File: src/design/olb_pkg.sv
// Shared constants, bin record layout and controller/datapath interface types.
package olb_pkg;

    localparam int unsigned MAX_BINS_DEF = 16;

    localparam int SAMPLE_W = 32;
    localparam int INDEX_W  = 4;
    localparam int MEAN_W   = 32;
    localparam int SUM_W    = 64;
    localparam int HITS_W   = 32;

    // restoring divider: one quotient bit per step, quotient fits in HITS_W bits
    localparam int DIV_STEPS = HITS_W;
    localparam int DCNT_W    = $clog2(DIV_STEPS);

    typedef struct packed {
        logic        [HITS_W-1:0]   hits;
        logic signed [SUM_W-1:0]    sum;
        logic signed [MEAN_W-1:0]   avg;
        logic signed [SAMPLE_W-1:0] high;
        logic signed [SAMPLE_W-1:0] low;
    } bin_entry_t;

    localparam int ENTRY_W = $bits(bin_entry_t);

    typedef struct packed {
        logic take;      // latch request sample, restart scan
        logic rd;        // read bin at scan index
        logic test;      // evaluate read bin, latch joined values
        logic div_init;  // load divider
        logic div_step;  // one divider step
        logic wr_join;   // write joined bin, load result
        logic wr_new;    // start new bin, load result
        logic set_full;  // load table-full result
    } dp_cmd_t;

    typedef struct packed {
        logic scan_end;
        logic table_full;
        logic match;
        logic div_last;
        logic out_free;
    } dp_status_t;

endpackage

File: src/design/olb_ram.sv
// Generic single write port, single read port RAM with registered read data.
module olb_ram #(
    parameter int unsigned WIDTH = 32,
    parameter int unsigned DEPTH = 16
) (
    input  logic                     aclk,
    input  logic                     wr_en,
    input  logic [$clog2(DEPTH)-1:0] wr_addr,
    input  logic [WIDTH-1:0]         wr_data,
    input  logic                     rd_en,
    input  logic [$clog2(DEPTH)-1:0] rd_addr,
    output logic [WIDTH-1:0]         rd_data
);

    logic [WIDTH-1:0] mem [DEPTH];
    logic [WIDTH-1:0] rd_data_reg;

    always_ff @(posedge aclk) begin
        if (wr_en) begin
            mem[wr_addr] <= wr_data;
        end
        if (rd_en) begin
            rd_data_reg <= mem[rd_addr];
        end
    end

    assign rd_data = rd_data_reg;

endmodule

File: src/design/olb_datapath.sv
// Bin store, match test, saturating update, serial mean divider and result register.
module olb_datapath #(
    parameter int unsigned MAX_BINS = olb_pkg::MAX_BINS_DEF
) (
    input  logic                                aclk,
    input  logic                                aresetn,
    input  olb_pkg::dp_cmd_t                    cmd,
    output olb_pkg::dp_status_t                 status,
    input  logic signed [olb_pkg::SAMPLE_W-1:0] s_sample,
    input  logic                                m_ready,
    output logic                                m_valid,
    output logic [olb_pkg::INDEX_W-1:0]         m_bin_index,
    output logic                                m_created,
    output logic                                m_table_full,
    output logic signed [olb_pkg::MEAN_W-1:0]   m_bin_mean_out
);
    import olb_pkg::*;

    localparam int AW = $clog2(MAX_BINS);
    localparam int UW = $clog2(MAX_BINS + 1);
    localparam logic [UW-1:0] MAX_CNT = UW'(MAX_BINS);

    localparam logic signed [SUM_W-1:0]  SUM_MAX  = {1'b0, {(SUM_W-1){1'b1}}};
    localparam logic signed [SUM_W-1:0]  SUM_MIN  = {1'b1, {(SUM_W-1){1'b0}}};
    localparam logic signed [MEAN_W-1:0] MEAN_MAX = {1'b0, {(MEAN_W-1){1'b1}}};
    localparam logic signed [MEAN_W-1:0] MEAN_MIN = {1'b1, {(MEAN_W-1){1'b0}}};

    logic signed [SAMPLE_W-1:0] sample_reg;
    logic [UW-1:0]              idx_reg, idx_next;
    logic [UW-1:0]              used_reg, used_next;
    bin_entry_t                 ent_reg;
    logic                       neg_reg, ovf_reg;
    logic [HITS_W-1:0]          rem_reg, rem_next;
    logic [HITS_W-1:0]          dq_reg, dq_next;
    logic [DCNT_W-1:0]          cnt_reg, cnt_next;

    logic                       m_valid_reg, m_valid_next;
    logic [INDEX_W-1:0]         m_index_reg;
    logic                       m_created_reg, m_full_reg;
    logic signed [MEAN_W-1:0]   m_mean_reg;

    logic [ENTRY_W-1:0]         ram_rd_data, ram_wr_data;
    bin_entry_t                 ram_q, join_ent, new_ent;

    logic                       in_range, in_window, match;
    logic signed [SAMPLE_W+2:0] four_s, m1, m3, m5;

    logic [HITS_W-1:0]          hits_inc;
    logic signed [SUM_W:0]      sum_wide;
    logic signed [SUM_W-1:0]    sum_sat;

    logic [SUM_W-1:0]           sum_mag;
    logic [HITS_W:0]            div_shift;
    logic                       div_ge;
    logic signed [MEAN_W-1:0]   mean;

    logic                       out_free;

    // ---- bin store
    assign ram_q = bin_entry_t'(ram_rd_data);

    olb_ram #(
        .WIDTH (ENTRY_W),
        .DEPTH (MAX_BINS)
    ) u_bins (
        .aclk    (aclk),
        .wr_en   (cmd.wr_join | cmd.wr_new),
        .wr_addr (idx_reg[AW-1:0]),
        .wr_data (ram_wr_data),
        .rd_en   (cmd.rd),
        .rd_addr (idx_reg[AW-1:0]),
        .rd_data (ram_rd_data)
    );

    // ---- match test on the bin just read
    always_comb begin
        four_s    = {sample_reg[SAMPLE_W-1], sample_reg, 2'b00};
        m1        = {{3{ram_q.avg[MEAN_W-1]}}, ram_q.avg};
        m3        = m1 + (m1 <<< 1);
        m5        = m1 + (m1 <<< 2);
        in_range  = (sample_reg >= ram_q.low) && (sample_reg <= ram_q.high);
        in_window = (four_s >= m3) && (four_s <= m5);
        match     = in_range || in_window;
    end

    // ---- saturating join update
    always_comb begin
        hits_inc = (&ram_q.hits) ? ram_q.hits : ram_q.hits + HITS_W'(1);
        sum_wide = {ram_q.sum[SUM_W-1], ram_q.sum}
                 + {{(SUM_W-SAMPLE_W+1){sample_reg[SAMPLE_W-1]}}, sample_reg};
        if (sum_wide[SUM_W] != sum_wide[SUM_W-1]) begin
            sum_sat = sum_wide[SUM_W] ? SUM_MIN : SUM_MAX;
        end else begin
            sum_sat = sum_wide[SUM_W-1:0];
        end
    end

    // ---- divider: magnitude of sum over hits, high half checked for overflow up front
    always_comb begin
        sum_mag   = ent_reg.sum[SUM_W-1] ? 64'(-ent_reg.sum) : ent_reg.sum;
        div_shift = {rem_reg, dq_reg[HITS_W-1]};
        div_ge    = div_shift >= {1'b0, ent_reg.hits};
        if (cmd.div_init) begin
            rem_next = sum_mag[SUM_W-1:HITS_W];
            dq_next  = sum_mag[HITS_W-1:0];
            cnt_next = DCNT_W'(DIV_STEPS - 1);
        end else if (cmd.div_step) begin
            rem_next = div_ge ? HITS_W'(div_shift - {1'b0, ent_reg.hits})
                              : div_shift[HITS_W-1:0];
            dq_next  = {dq_reg[HITS_W-2:0], div_ge};
            // step counter rests at zero once the last step is done
            cnt_next = (cnt_reg == '0) ? cnt_reg : cnt_reg - DCNT_W'(1);
        end else begin
            rem_next = rem_reg;
            dq_next  = dq_reg;
            cnt_next = cnt_reg;
        end
    end

    always_comb begin
        if (ovf_reg || dq_reg[HITS_W-1]) begin
            mean = neg_reg ? MEAN_MIN : MEAN_MAX;
        end else begin
            mean = neg_reg ? MEAN_W'(-dq_reg) : MEAN_W'(dq_reg);
        end
    end

    // ---- write data
    always_comb begin
        join_ent     = ent_reg;
        join_ent.avg = mean;
        new_ent.low  = sample_reg;
        new_ent.high = sample_reg;
        new_ent.avg  = sample_reg;
        new_ent.sum  = {{(SUM_W-SAMPLE_W){sample_reg[SAMPLE_W-1]}}, sample_reg};
        new_ent.hits = HITS_W'(1);
        ram_wr_data  = cmd.wr_new ? new_ent : join_ent;
    end

    // ---- counters
    always_comb begin
        idx_next  = idx_reg;
        used_next = used_reg;
        if (cmd.take) begin
            idx_next = '0;
        end else if (cmd.test && !match) begin
            idx_next = idx_reg + UW'(1);
        end
        if (cmd.wr_new) begin
            used_next = used_reg + UW'(1);
        end
    end

    assign out_free     = !m_valid_reg || m_ready;
    assign m_valid_next = (cmd.wr_join || cmd.wr_new || cmd.set_full) ? 1'b1
                        : (m_ready ? 1'b0 : m_valid_reg);

    always_ff @(posedge aclk) begin
        if (!aresetn) begin
            idx_reg     <= '0;
            used_reg    <= '0;
            cnt_reg     <= '0;
            m_valid_reg <= 1'b0;
        end else begin
            idx_reg     <= idx_next;
            used_reg    <= used_next;
            cnt_reg     <= cnt_next;
            m_valid_reg <= m_valid_next;
        end
    end

    always_ff @(posedge aclk) begin
        if (cmd.take) begin
            sample_reg <= s_sample;
        end
        if (cmd.test) begin
            ent_reg.low  <= (sample_reg < ram_q.low)  ? sample_reg : ram_q.low;
            ent_reg.high <= (sample_reg > ram_q.high) ? sample_reg : ram_q.high;
            ent_reg.avg  <= ram_q.avg;
            ent_reg.sum  <= sum_sat;
            ent_reg.hits <= hits_inc;
        end
        if (cmd.div_init) begin
            neg_reg <= ent_reg.sum[SUM_W-1];
            ovf_reg <= sum_mag[SUM_W-1:HITS_W] >= ent_reg.hits;
        end
        rem_reg <= rem_next;
        dq_reg  <= dq_next;
        if (cmd.wr_join) begin
            m_index_reg   <= INDEX_W'(idx_reg);
            m_created_reg <= 1'b0;
            m_full_reg    <= 1'b0;
            m_mean_reg    <= mean;
        end else if (cmd.wr_new) begin
            m_index_reg   <= INDEX_W'(idx_reg);
            m_created_reg <= 1'b1;
            m_full_reg    <= 1'b0;
            m_mean_reg    <= sample_reg;
        end else if (cmd.set_full) begin
            m_index_reg   <= '0;
            m_created_reg <= 1'b0;
            m_full_reg    <= 1'b1;
            m_mean_reg    <= '0;
        end
    end

    assign status.scan_end   = (idx_reg == used_reg);
    assign status.table_full = (used_reg == MAX_CNT);
    assign status.match      = match;
    assign status.div_last   = (cnt_reg == '0);
    assign status.out_free   = out_free;

    assign m_valid        = m_valid_reg;
    assign m_bin_index    = m_index_reg;
    assign m_created      = m_created_reg;
    assign m_table_full   = m_full_reg;
    assign m_bin_mean_out = m_mean_reg;

    a_used_bound: assert property (@(posedge aclk) disable iff (!aresetn)
        used_reg <= MAX_CNT)
        else $error("bin count beyond table size");

    a_scan_bound: assert property (@(posedge aclk) disable iff (!aresetn)
        idx_reg <= used_reg)
        else $error("scan index past bins in use");

    a_new_room: assert property (@(posedge aclk) disable iff (!aresetn)
        cmd.wr_new |-> (used_reg < MAX_CNT) && (idx_reg == used_reg))
        else $error("new bin started without a free slot");

    a_div_done: assert property (@(posedge aclk) disable iff (!aresetn)
        cmd.wr_join |-> (cnt_reg == '0))
        else $error("join written before divider finished");

endmodule

File: src/design/olb_ctrl.sv
// Sequencer: bin scan, join with mean division, new bin or table-full outcome.
module olb_ctrl (
    input  logic                aclk,
    input  logic                aresetn,
    input  logic                s_valid,
    output logic                s_ready,
    input  olb_pkg::dp_status_t status,
    output olb_pkg::dp_cmd_t    cmd
);
    import olb_pkg::*;

    typedef enum logic [7:0] {
        ST_IDLE  = 8'b0000_0001,
        ST_RD    = 8'b0000_0010,
        ST_TEST  = 8'b0000_0100,
        ST_DINIT = 8'b0000_1000,
        ST_DIV   = 8'b0001_0000,
        ST_JOIN  = 8'b0010_0000,
        ST_NEW   = 8'b0100_0000,
        ST_FULL  = 8'b1000_0000
    } state_t;

    state_t state_reg, state_next;

    always_comb begin
        state_next = state_reg;
        cmd        = '0;
        case (state_reg)
            ST_IDLE: begin
                if (s_valid) begin
                    cmd.take   = 1'b1;
                    state_next = ST_RD;
                end
            end
            ST_RD: begin
                if (status.scan_end) begin
                    state_next = status.table_full ? ST_FULL : ST_NEW;
                end else begin
                    cmd.rd     = 1'b1;
                    state_next = ST_TEST;
                end
            end
            ST_TEST: begin
                cmd.test   = 1'b1;
                state_next = status.match ? ST_DINIT : ST_RD;
            end
            ST_DINIT: begin
                cmd.div_init = 1'b1;
                state_next   = ST_DIV;
            end
            ST_DIV: begin
                cmd.div_step = 1'b1;
                if (status.div_last) begin
                    state_next = ST_JOIN;
                end
            end
            ST_JOIN: begin
                if (status.out_free) begin
                    cmd.wr_join = 1'b1;
                    state_next  = ST_IDLE;
                end
            end
            ST_NEW: begin
                if (status.out_free) begin
                    cmd.wr_new = 1'b1;
                    state_next = ST_IDLE;
                end
            end
            ST_FULL: begin
                if (status.out_free) begin
                    cmd.set_full = 1'b1;
                    state_next   = ST_IDLE;
                end
            end
            default: begin
                state_next = ST_IDLE;
            end
        endcase
    end

    always_ff @(posedge aclk) begin
        if (!aresetn) begin
            state_reg <= ST_IDLE;
        end else begin
            state_reg <= state_next;
        end
    end

    assign s_ready = (state_reg == ST_IDLE);

    a_take_scan: assert property (@(posedge aclk) disable iff (!aresetn)
        (s_valid && s_ready) |=> (state_reg == ST_RD))
        else $error("accepted request did not start a scan");

endmodule

File: src/design/online_leader_binning.sv
// Top level of the online leader binning block.
// Each request is a signed Q16.16 sample; exactly one result is returned per
// request. Bins are probed in index order, one bin memory read per probe, in a
// read state then a test state. A sample joining a bin passes divider init and
// the 32-step restoring divider for the new mean before its result is written;
// a sample that starts a new bin, or finds the table full, is answered once the
// scan has passed all bins in use. One request is worked on at a time; the next
// is accepted as soon as the result is in the output register, even if it has
// not yet been taken. Bin storage needs no clearing after reset.
module online_leader_binning #(
    parameter int unsigned MAX_BINS = olb_pkg::MAX_BINS_DEF
) (
    input  logic                                aclk,
    input  logic                                aresetn,
    input  logic                                s_valid,
    output logic                                s_ready,
    input  logic signed [olb_pkg::SAMPLE_W-1:0] s_sample,
    output logic                                m_valid,
    input  logic                                m_ready,
    output logic [olb_pkg::INDEX_W-1:0]         m_bin_index,
    output logic                                m_created,
    output logic                                m_table_full,
    output logic signed [olb_pkg::MEAN_W-1:0]   m_bin_mean_out
);
    import olb_pkg::*;

    dp_cmd_t    cmd;
    dp_status_t status;

    olb_ctrl u_ctrl (
        .aclk    (aclk),
        .aresetn (aresetn),
        .s_valid (s_valid),
        .s_ready (s_ready),
        .status  (status),
        .cmd     (cmd)
    );

    olb_datapath #(
        .MAX_BINS (MAX_BINS)
    ) u_datapath (
        .aclk           (aclk),
        .aresetn        (aresetn),
        .cmd            (cmd),
        .status         (status),
        .s_sample       (s_sample),
        .m_ready        (m_ready),
        .m_valid        (m_valid),
        .m_bin_index    (m_bin_index),
        .m_created      (m_created),
        .m_table_full   (m_table_full),
        .m_bin_mean_out (m_bin_mean_out)
    );

endmodule
File: config.mk
export PLATFORM = sky130hd
export DESIGN_NAME = online_leader_binning
export DESIGN_NICKNAME = d
export VERILOG_FILES = /design/src/design/olb_pkg.sv /design/src/design/olb_ram.sv /design/src/design/olb_datapath.sv /design/src/design/olb_ctrl.sv /design/src/design/online_leader_binning.sv
export SDC_FILE = /design/constraint.sdc
export NUM_CORES = 2
export LEC_CHECK = 0
export BUFFER_PORTS_ARGS = -buffer_cell sky130_fd_sc_hd__buf_4
export CELL_PAD_IN_SITES_DETAIL_PLACEMENT = 1
export CELL_PAD_IN_SITES_GLOBAL_PLACEMENT = 1
export CORE_AREA = 2 2 556 779
export CTS_CLUSTER_SIZE = 14
export DETAILED_ROUTE_END_ITERATION = 16
export DIE_AREA = 0 0 558 781
export PLACE_DENSITY_LB_ADDON = 0.12
export SETUP_SLACK_MARGIN = 0.5
export SLEW_MARGIN = 10
export SYNTH_ARGS = -nofsm -noshare
export SYNTH_HDL_FRONTEND = slang
export SYNTH_HIERARCHICAL = 1
export SYNTH_SLANG_ARGS = --single-unit
File: constraint.sdc
create_clock -name aclk -period 17.7 [get_ports aclk]
set_input_delay 0.885 -clock aclk [delete_from_list [all_inputs] [get_ports aclk]]
set_output_delay 0.885 -clock aclk [all_outputs]
set_load 0.01 [all_outputs]
# ---- Word-level counts from Yosys, hierarchy flattened
# Memories as Yosys holds them, arrays and structs flattened. A register that Yosys moved wholly into a read port is not among the register bits.
# Index checks and enable logic that the tools add are counted.
dict set report totals {
  latchBits 0
  inputBits 36
  out_inout_bits 40
  mem_bits_ro 0
  ff_bits 320
  n_memories 1
  mem_bits_rw 3072
}
dict set report classes {
  n_mul 0
  n_mux 48
  n_div 0
  n_bitwise 2
  shift 0
  addsub 10
  n_reduce_logical 21
  eq_ne 15
  magnitude_cmp 8
}
# name words word_bits rd rd_clocked_by_memory_dff write_ports line_no
set mem_list {}
lappend mem_list {u_datapath.u_bins.mem 16 192 1 1 1 olb_ram.sv:15} ;# logic [WIDTH-1:0] mem [DEPTH];
# op n
set ops {}
lappend ops {{$mux 32} 14}
lappend ops {{$mux 192} 1}
lappend ops {{$mux 64} 3}
lappend ops {{$add 64x32->65} 1}
lappend ops {{$ge 32x32->1} 2}
lappend ops {{$neg 64->64} 1}
lappend ops {{$pmux 8 s6} 1}
lappend ops {{$mux 8} 5}
lappend ops {{$add 32x34->35} 1}
lappend ops {{$le 34x35->1} 1}
lappend ops {{$add 32x33->34} 1}
lappend ops {{$ge 34x34->1} 1}
lappend ops {{$ge 33x32->1} 1}
lappend ops {{$add 32x1->32 const B} 1}
lappend ops {{$gt 32x32->1} 1}
lappend ops {{$le 32x32->1} 1}
lappend ops {{$lt 32x32->1} 1}
lappend ops {{$neg 32->32} 1}
lappend ops {{$reduce_and 32->1} 1}
lappend ops {{$sub 32x32->32} 1}
lappend ops {{$mux 1} 17}
lappend ops {{$mux 4} 4}
lappend ops {{$mux 5} 3}
lappend ops {{$add 5x1->5 const B} 2}
lappend ops {{other kinds (26)} 38}

# ---- Longest topological paths before layout
dict set report depth {
  depth_word 7
  ltp_mapped 27
}

# ---- Modules after synthesis
# Netlist, hierarchy kept.
# module area_per_inst_um2 cells_per_inst seq_area_each_um2 n_inst
set by_module_without_submodules {}
lappend by_module_without_submodules {olb_ram 120724.5 5024 98014.0 1}
lappend by_module_without_submodules {olb_datapath 28434.8 3273 9188.8 1}
lappend by_module_without_submodules {olb_ctrl 550.5 73 160.2 1}

# ---- Least setup slack after synthesis
# Ideal clock, no wire load.
dict set report synth_path {
  path_kind {input port to flip-flop}
  start {input m_ready}
  end {memory u_datapath/u_bins/mem[0][0] (netlist bit) (enable)}
  setup_ns 0.979
  arrival_time_ns 16.248
  cell_stages 11
  setup_slack_ns 0.473
  path_cell_list {nand2b_1 > buf_4 > nand2_1 > or3_1 > nor3b_1 > clkbuf_1 > clkbuf_1 > nor2_1 > inv_1 > or3b_2 > nor3_1}
}
# item line_no
set synth_lines {}
lappend synth_lines {{start, declared} online_leader_binning.sv:19} ;# input logic m_ready,
lappend synth_lines {{end, declared} olb_ram.sv:15}

==> summary.md <==
| Metric | Value |
|---|---|
| Hold Path Class | input pin to register |
| VDD IR max | slightly above 0.08 mV |
| CTS tree | done |
| Detailed placement HPWL | 295100 µm |
| Vias in the first global route | roughly 88k |
| Simple-Gate Fraction of Synth Area | 0.03519 |
| # hold bufs at CTS | 29 |
| Met2 track demand over resource | 0.4099 |
| Met3 Resource Use GR | 0.02445 |
| Sequential area share after synthesis | 0.7171 |
| DRC viols | 0 |
| Crit-path cells | nor4_1 > nand2_1 > or3_1 > nor3b_2 > buf_4 > nor2_1 > inv_1 > nand3_1 > nor2_4 > buf_4 > buf_4 > buf_4 |
| RSZ-0062 raised after global routing | false |
| Crit-path max FO | 39 |
| Total GRT Usage | 0.2251 |
| Via count | just over 80k |
| Comb power frac | 0.021 |
| Synthesis-stage register bit count | 3584 |
| Critical Path Start Type | register |
| Warnings, synthesis | 6 |
| Fin. Hold Viols | 0 |
| Synth Area in Compound Gates | 0.06246 |
| Clock slew seen by the registers of the worst setup and hold paths | roughly 60 ps |
| Initial Util | 0.3490 |
| Status | complete, no violations |
| Global route hottest layer | met2 |
| Area delta synth->final | 14.04% |
| Crit path DAT | around 6600 ps |
| Initial antenna violation count | 16 |
| Crit-path most repeated cell | buf_4 |
| Number of top-level pins | 76 |
| Die area | roughly 440000 µm² |
| Dominant synthesized flop cell | edfxtp_1 |
| Worst Tran Pin Value | 1315 ps |
| Psw | around 0.0036 W |
| Share of flip-flops with an asynchronous set or reset | 0 |
| Routability Congestion | 0.8513 |
| Sw Share | 0.2091 |
| # rows | about 290 |
| # Post-CTS Setup Buffers | 0 |
| Reg power frac | 0.532 |
| Setup TNS | 0 ps |
| Vias per inst | 5.523 |
| Final Skew | 116.4 ps |
| WL per Instance | ~33 µm |
| Worst setup path class | register to register |
| Die X-Extent | between 500 and 600 µm |
| Endpoint type of the worst setup path | register |
| Gr ovfl total | 0 |
| Met1 global-route usage | 0.2763 |
| Clock power share | 0.447 |
| Fin crit period | roughly 6000 ps |
| Post-cts sizing count | 0 |
| DRT Pass-1 Iters | 5 |
| Worst path slowest cell | buf_4 |
| Die Span Y | ~780 µm |
| Max-Slew Margin vs Limit | 0.1125 |
| Largest net degree at the start of global routing | 99 |
| Unique masters post-synth | 82 |
| DP Cell Count | around 14k |
| Max_cap viols | 0 |
| 1st-iter DRT viols | about 6.4k |
| Mapped Cells | roughly 8.4k |
| Final period utilization | 0.3448 |
| Adder-cell share of the synthesized area | 0.02768 |
| Setup violators final | 0 |
| Pwr dens | 101.5 nW/µm² |
| Drt total wl | about 500000 µm |
| CTS buffer count | 364 |
| Final core utilization | 0.3980 |
| Port Buffers | 75 |
| Mean Syn Cell Area | between 15 and 20 µm² |
| CTS Buffer Depth | 4 |
| Antenna-violating nets left | 0 |
| Worst path required time | about 18000 ps |
| H-tree Lvls | 5 |
| Static Leak | roughly 55 nW |
| Max reg flops | a little over 3k |
| Slew Viols, Final | 0 |
| Internal power consumption | approximately 0.014 W |
| Crit path buffers/inverters | 5 |
| CP max stage delay | approximately 800 ps |
| Fmax | about 160 MHz |
| Syn Nets | slightly below 9k |
| Synth Cell Area | approximately 150000 µm² |
| Clk Latency, worst-skew pair | just over 1000 ps |
| First-pass GRT wire length | between 600000 and 700000 µm |
| Mux cell area share after synthesis | 0.1232 |
| Fin cells | about 15k |
| Largest family of logic cells by synthesized area | multiplexers |
| Final Net Count | between 9k and 10k |
| Cell family with most CP delay | buffers and inverters |
| EDFF count, synth | roughly 3.6k |
| Fill count | approximately 41k |
| Core area | roughly 430000 µm² |
| CTS sink cnt | 3584 |
| Layout cells sized above 1 | 0.1980 |
| Clock Tree Root | clkbuf_16 |
| Post-Synth XOR/XNOR Area | 0.01533 |
## cells in the mapped netlist (23+ instances only)
library cell  number  area [µm²]
o31ai_1           32       240.2
inv_1            289        1085
buf_4             40       300.3
clkbuf_1         215       807.0
ha_1             324        4054
o22ai_1           31       193.9
nor3_1            56       280.3
o21bai_1          35       262.8
mux2i_1          149        1491
nor2b_1           44       275.3
edfxtp_1        3558      106800
o21ai_0          330        1652
mux4_2           717       16150
nand3_1           62       310.3
a211oi_1          43       322.8
a21oi_1          364        1822
buf_1             42       157.7
or3_1             25       156.4
dfxtp_1           26       520.5
o21a_1            33       247.7
nand2b_1          55       344.1
nor2_1           242       908.4
nand4_1           76       475.5
nor4_1            23       143.9
a21o_1           126       945.9
buf_2             88       440.4
a22oi_1          329        2470
nand2_1          432        1622
o211ai_1          35       262.8
xnor2_1          172        1506
xor2_1            90       788.3
mux2_2            72       810.8
## layout make-up
class,count,area (µm²),share of cell area
Inverter,290,1089,0.006376
Clock inverter,236,2369,0.01387
Tap cell,5740,7182,0.04206
Clock buffer,430,9430,0.05523
Sequential cell,3584,107400,0.6289
Multi-Input combinational cell,4107,39830,0.2333
Antenna cell,6,15.01,0.00008794
Timing Repair Buffer,415,3443,0.02017
## layer usage
layer | wire length [µm] | up-vias
li1 | - | 34580
met1 | 196200 | 44710
met2 | 261900 | 1887
met3 | 18530 | 599
met4 | 17440 | 2
met5 | 9 | -
## layout by cell type, fill, tap and decap left out, types with 39 or more instances in the layout
master	netlist	final
mux2i_1	149	147
edfxtp_1	3558	3558
nor2b_1	44	39
mux2_2	72	72
xnor2_1	172	171
nand2_1	432	429
a211oi_1	43	43
a22oi_1	329	329
nand4_1	76	76
xor2_1	90	90
clkbuf_16	0	367
clkinv_1	1	78
clkbuf_1	215	62
mux4_2	717	717
buf_4	40	364
nor2_1	242	224
ha_1	324	324
nand3_1	62	62
nor3_1	56	52
a21oi_1	364	364
clkinv_2	0	69
o21ai_0	330	271
inv_1	289	288
o21ai_1	3	50
nand2b_1	55	54
a21o_1	126	126
## worst paths after layout
| check | start | endpoint | slack [ps] | cells after the start |
|---|---|---|---|---|
| worst max-delay path | u_ctrl/state_reg[0]$_SDFFE_PN1P_ | u_datapath/u_bins/mem[14][100]$_DFFE_PP_ | 11600 | 12 |
| worst min-delay path | s_sample[31] | u_datapath/sample_reg[31]$_DFFE_PP_ | 110 | 1 |
| worst max register to register | u_ctrl/state_reg[0]$_SDFFE_PN1P_ | u_datapath/u_bins/mem[14][100]$_DFFE_PP_ | 11600 | 12 |
| worst min register to register | u_datapath/m_table_full$_SDFFE_PP0P_ | u_datapath/m_table_full$_SDFFE_PP0P_ | 520 | 2 |
## stage by stage
step           instance area [µm²]  hold slack, ps  worst slack, ps  power (W)
2_1_floorplan               149700           503.4            797.5   0.009607
3_3_place_gp                158600           497.0            11390   0.009759
3_5_place_dp                158600           528.8            11300   0.009766
4_1_cts                     170700           13.30            11540    0.01754
5_1_grt                     170700           68.24            11230    0.01784
6_report                    170700           109.0            11600    0.01734
## cells by family (layout without fill, tap and decap cells)
logic type                 after synthesis  after routing
DFF                                   3584           3584
buffers and inverters                  679           1371
muxes                                  938            938
adders and majority gates              329            329
xor gates and xnor gates               262            262
and+or+nand+nor                       1112           1112
AOI/OAI and AO/OA                     1466           1466
other                                    0              6
## power by group through the flow
stage | clock [W] | combinational [W] | sequential [W]
floorplan | 0 | 0.000189 | 0.00942
finish | 0.00775 | 0.000362 | 0.00923
global placement | 0 | 0.000349 | 0.00941
global route | 0.00823 | 0.000389 | 0.00922
detailed placement | 0 | 0.000356 | 0.00941
CTS | 0.00795 | 0.000364 | 0.00923
(Power assumes the default switching activity.)
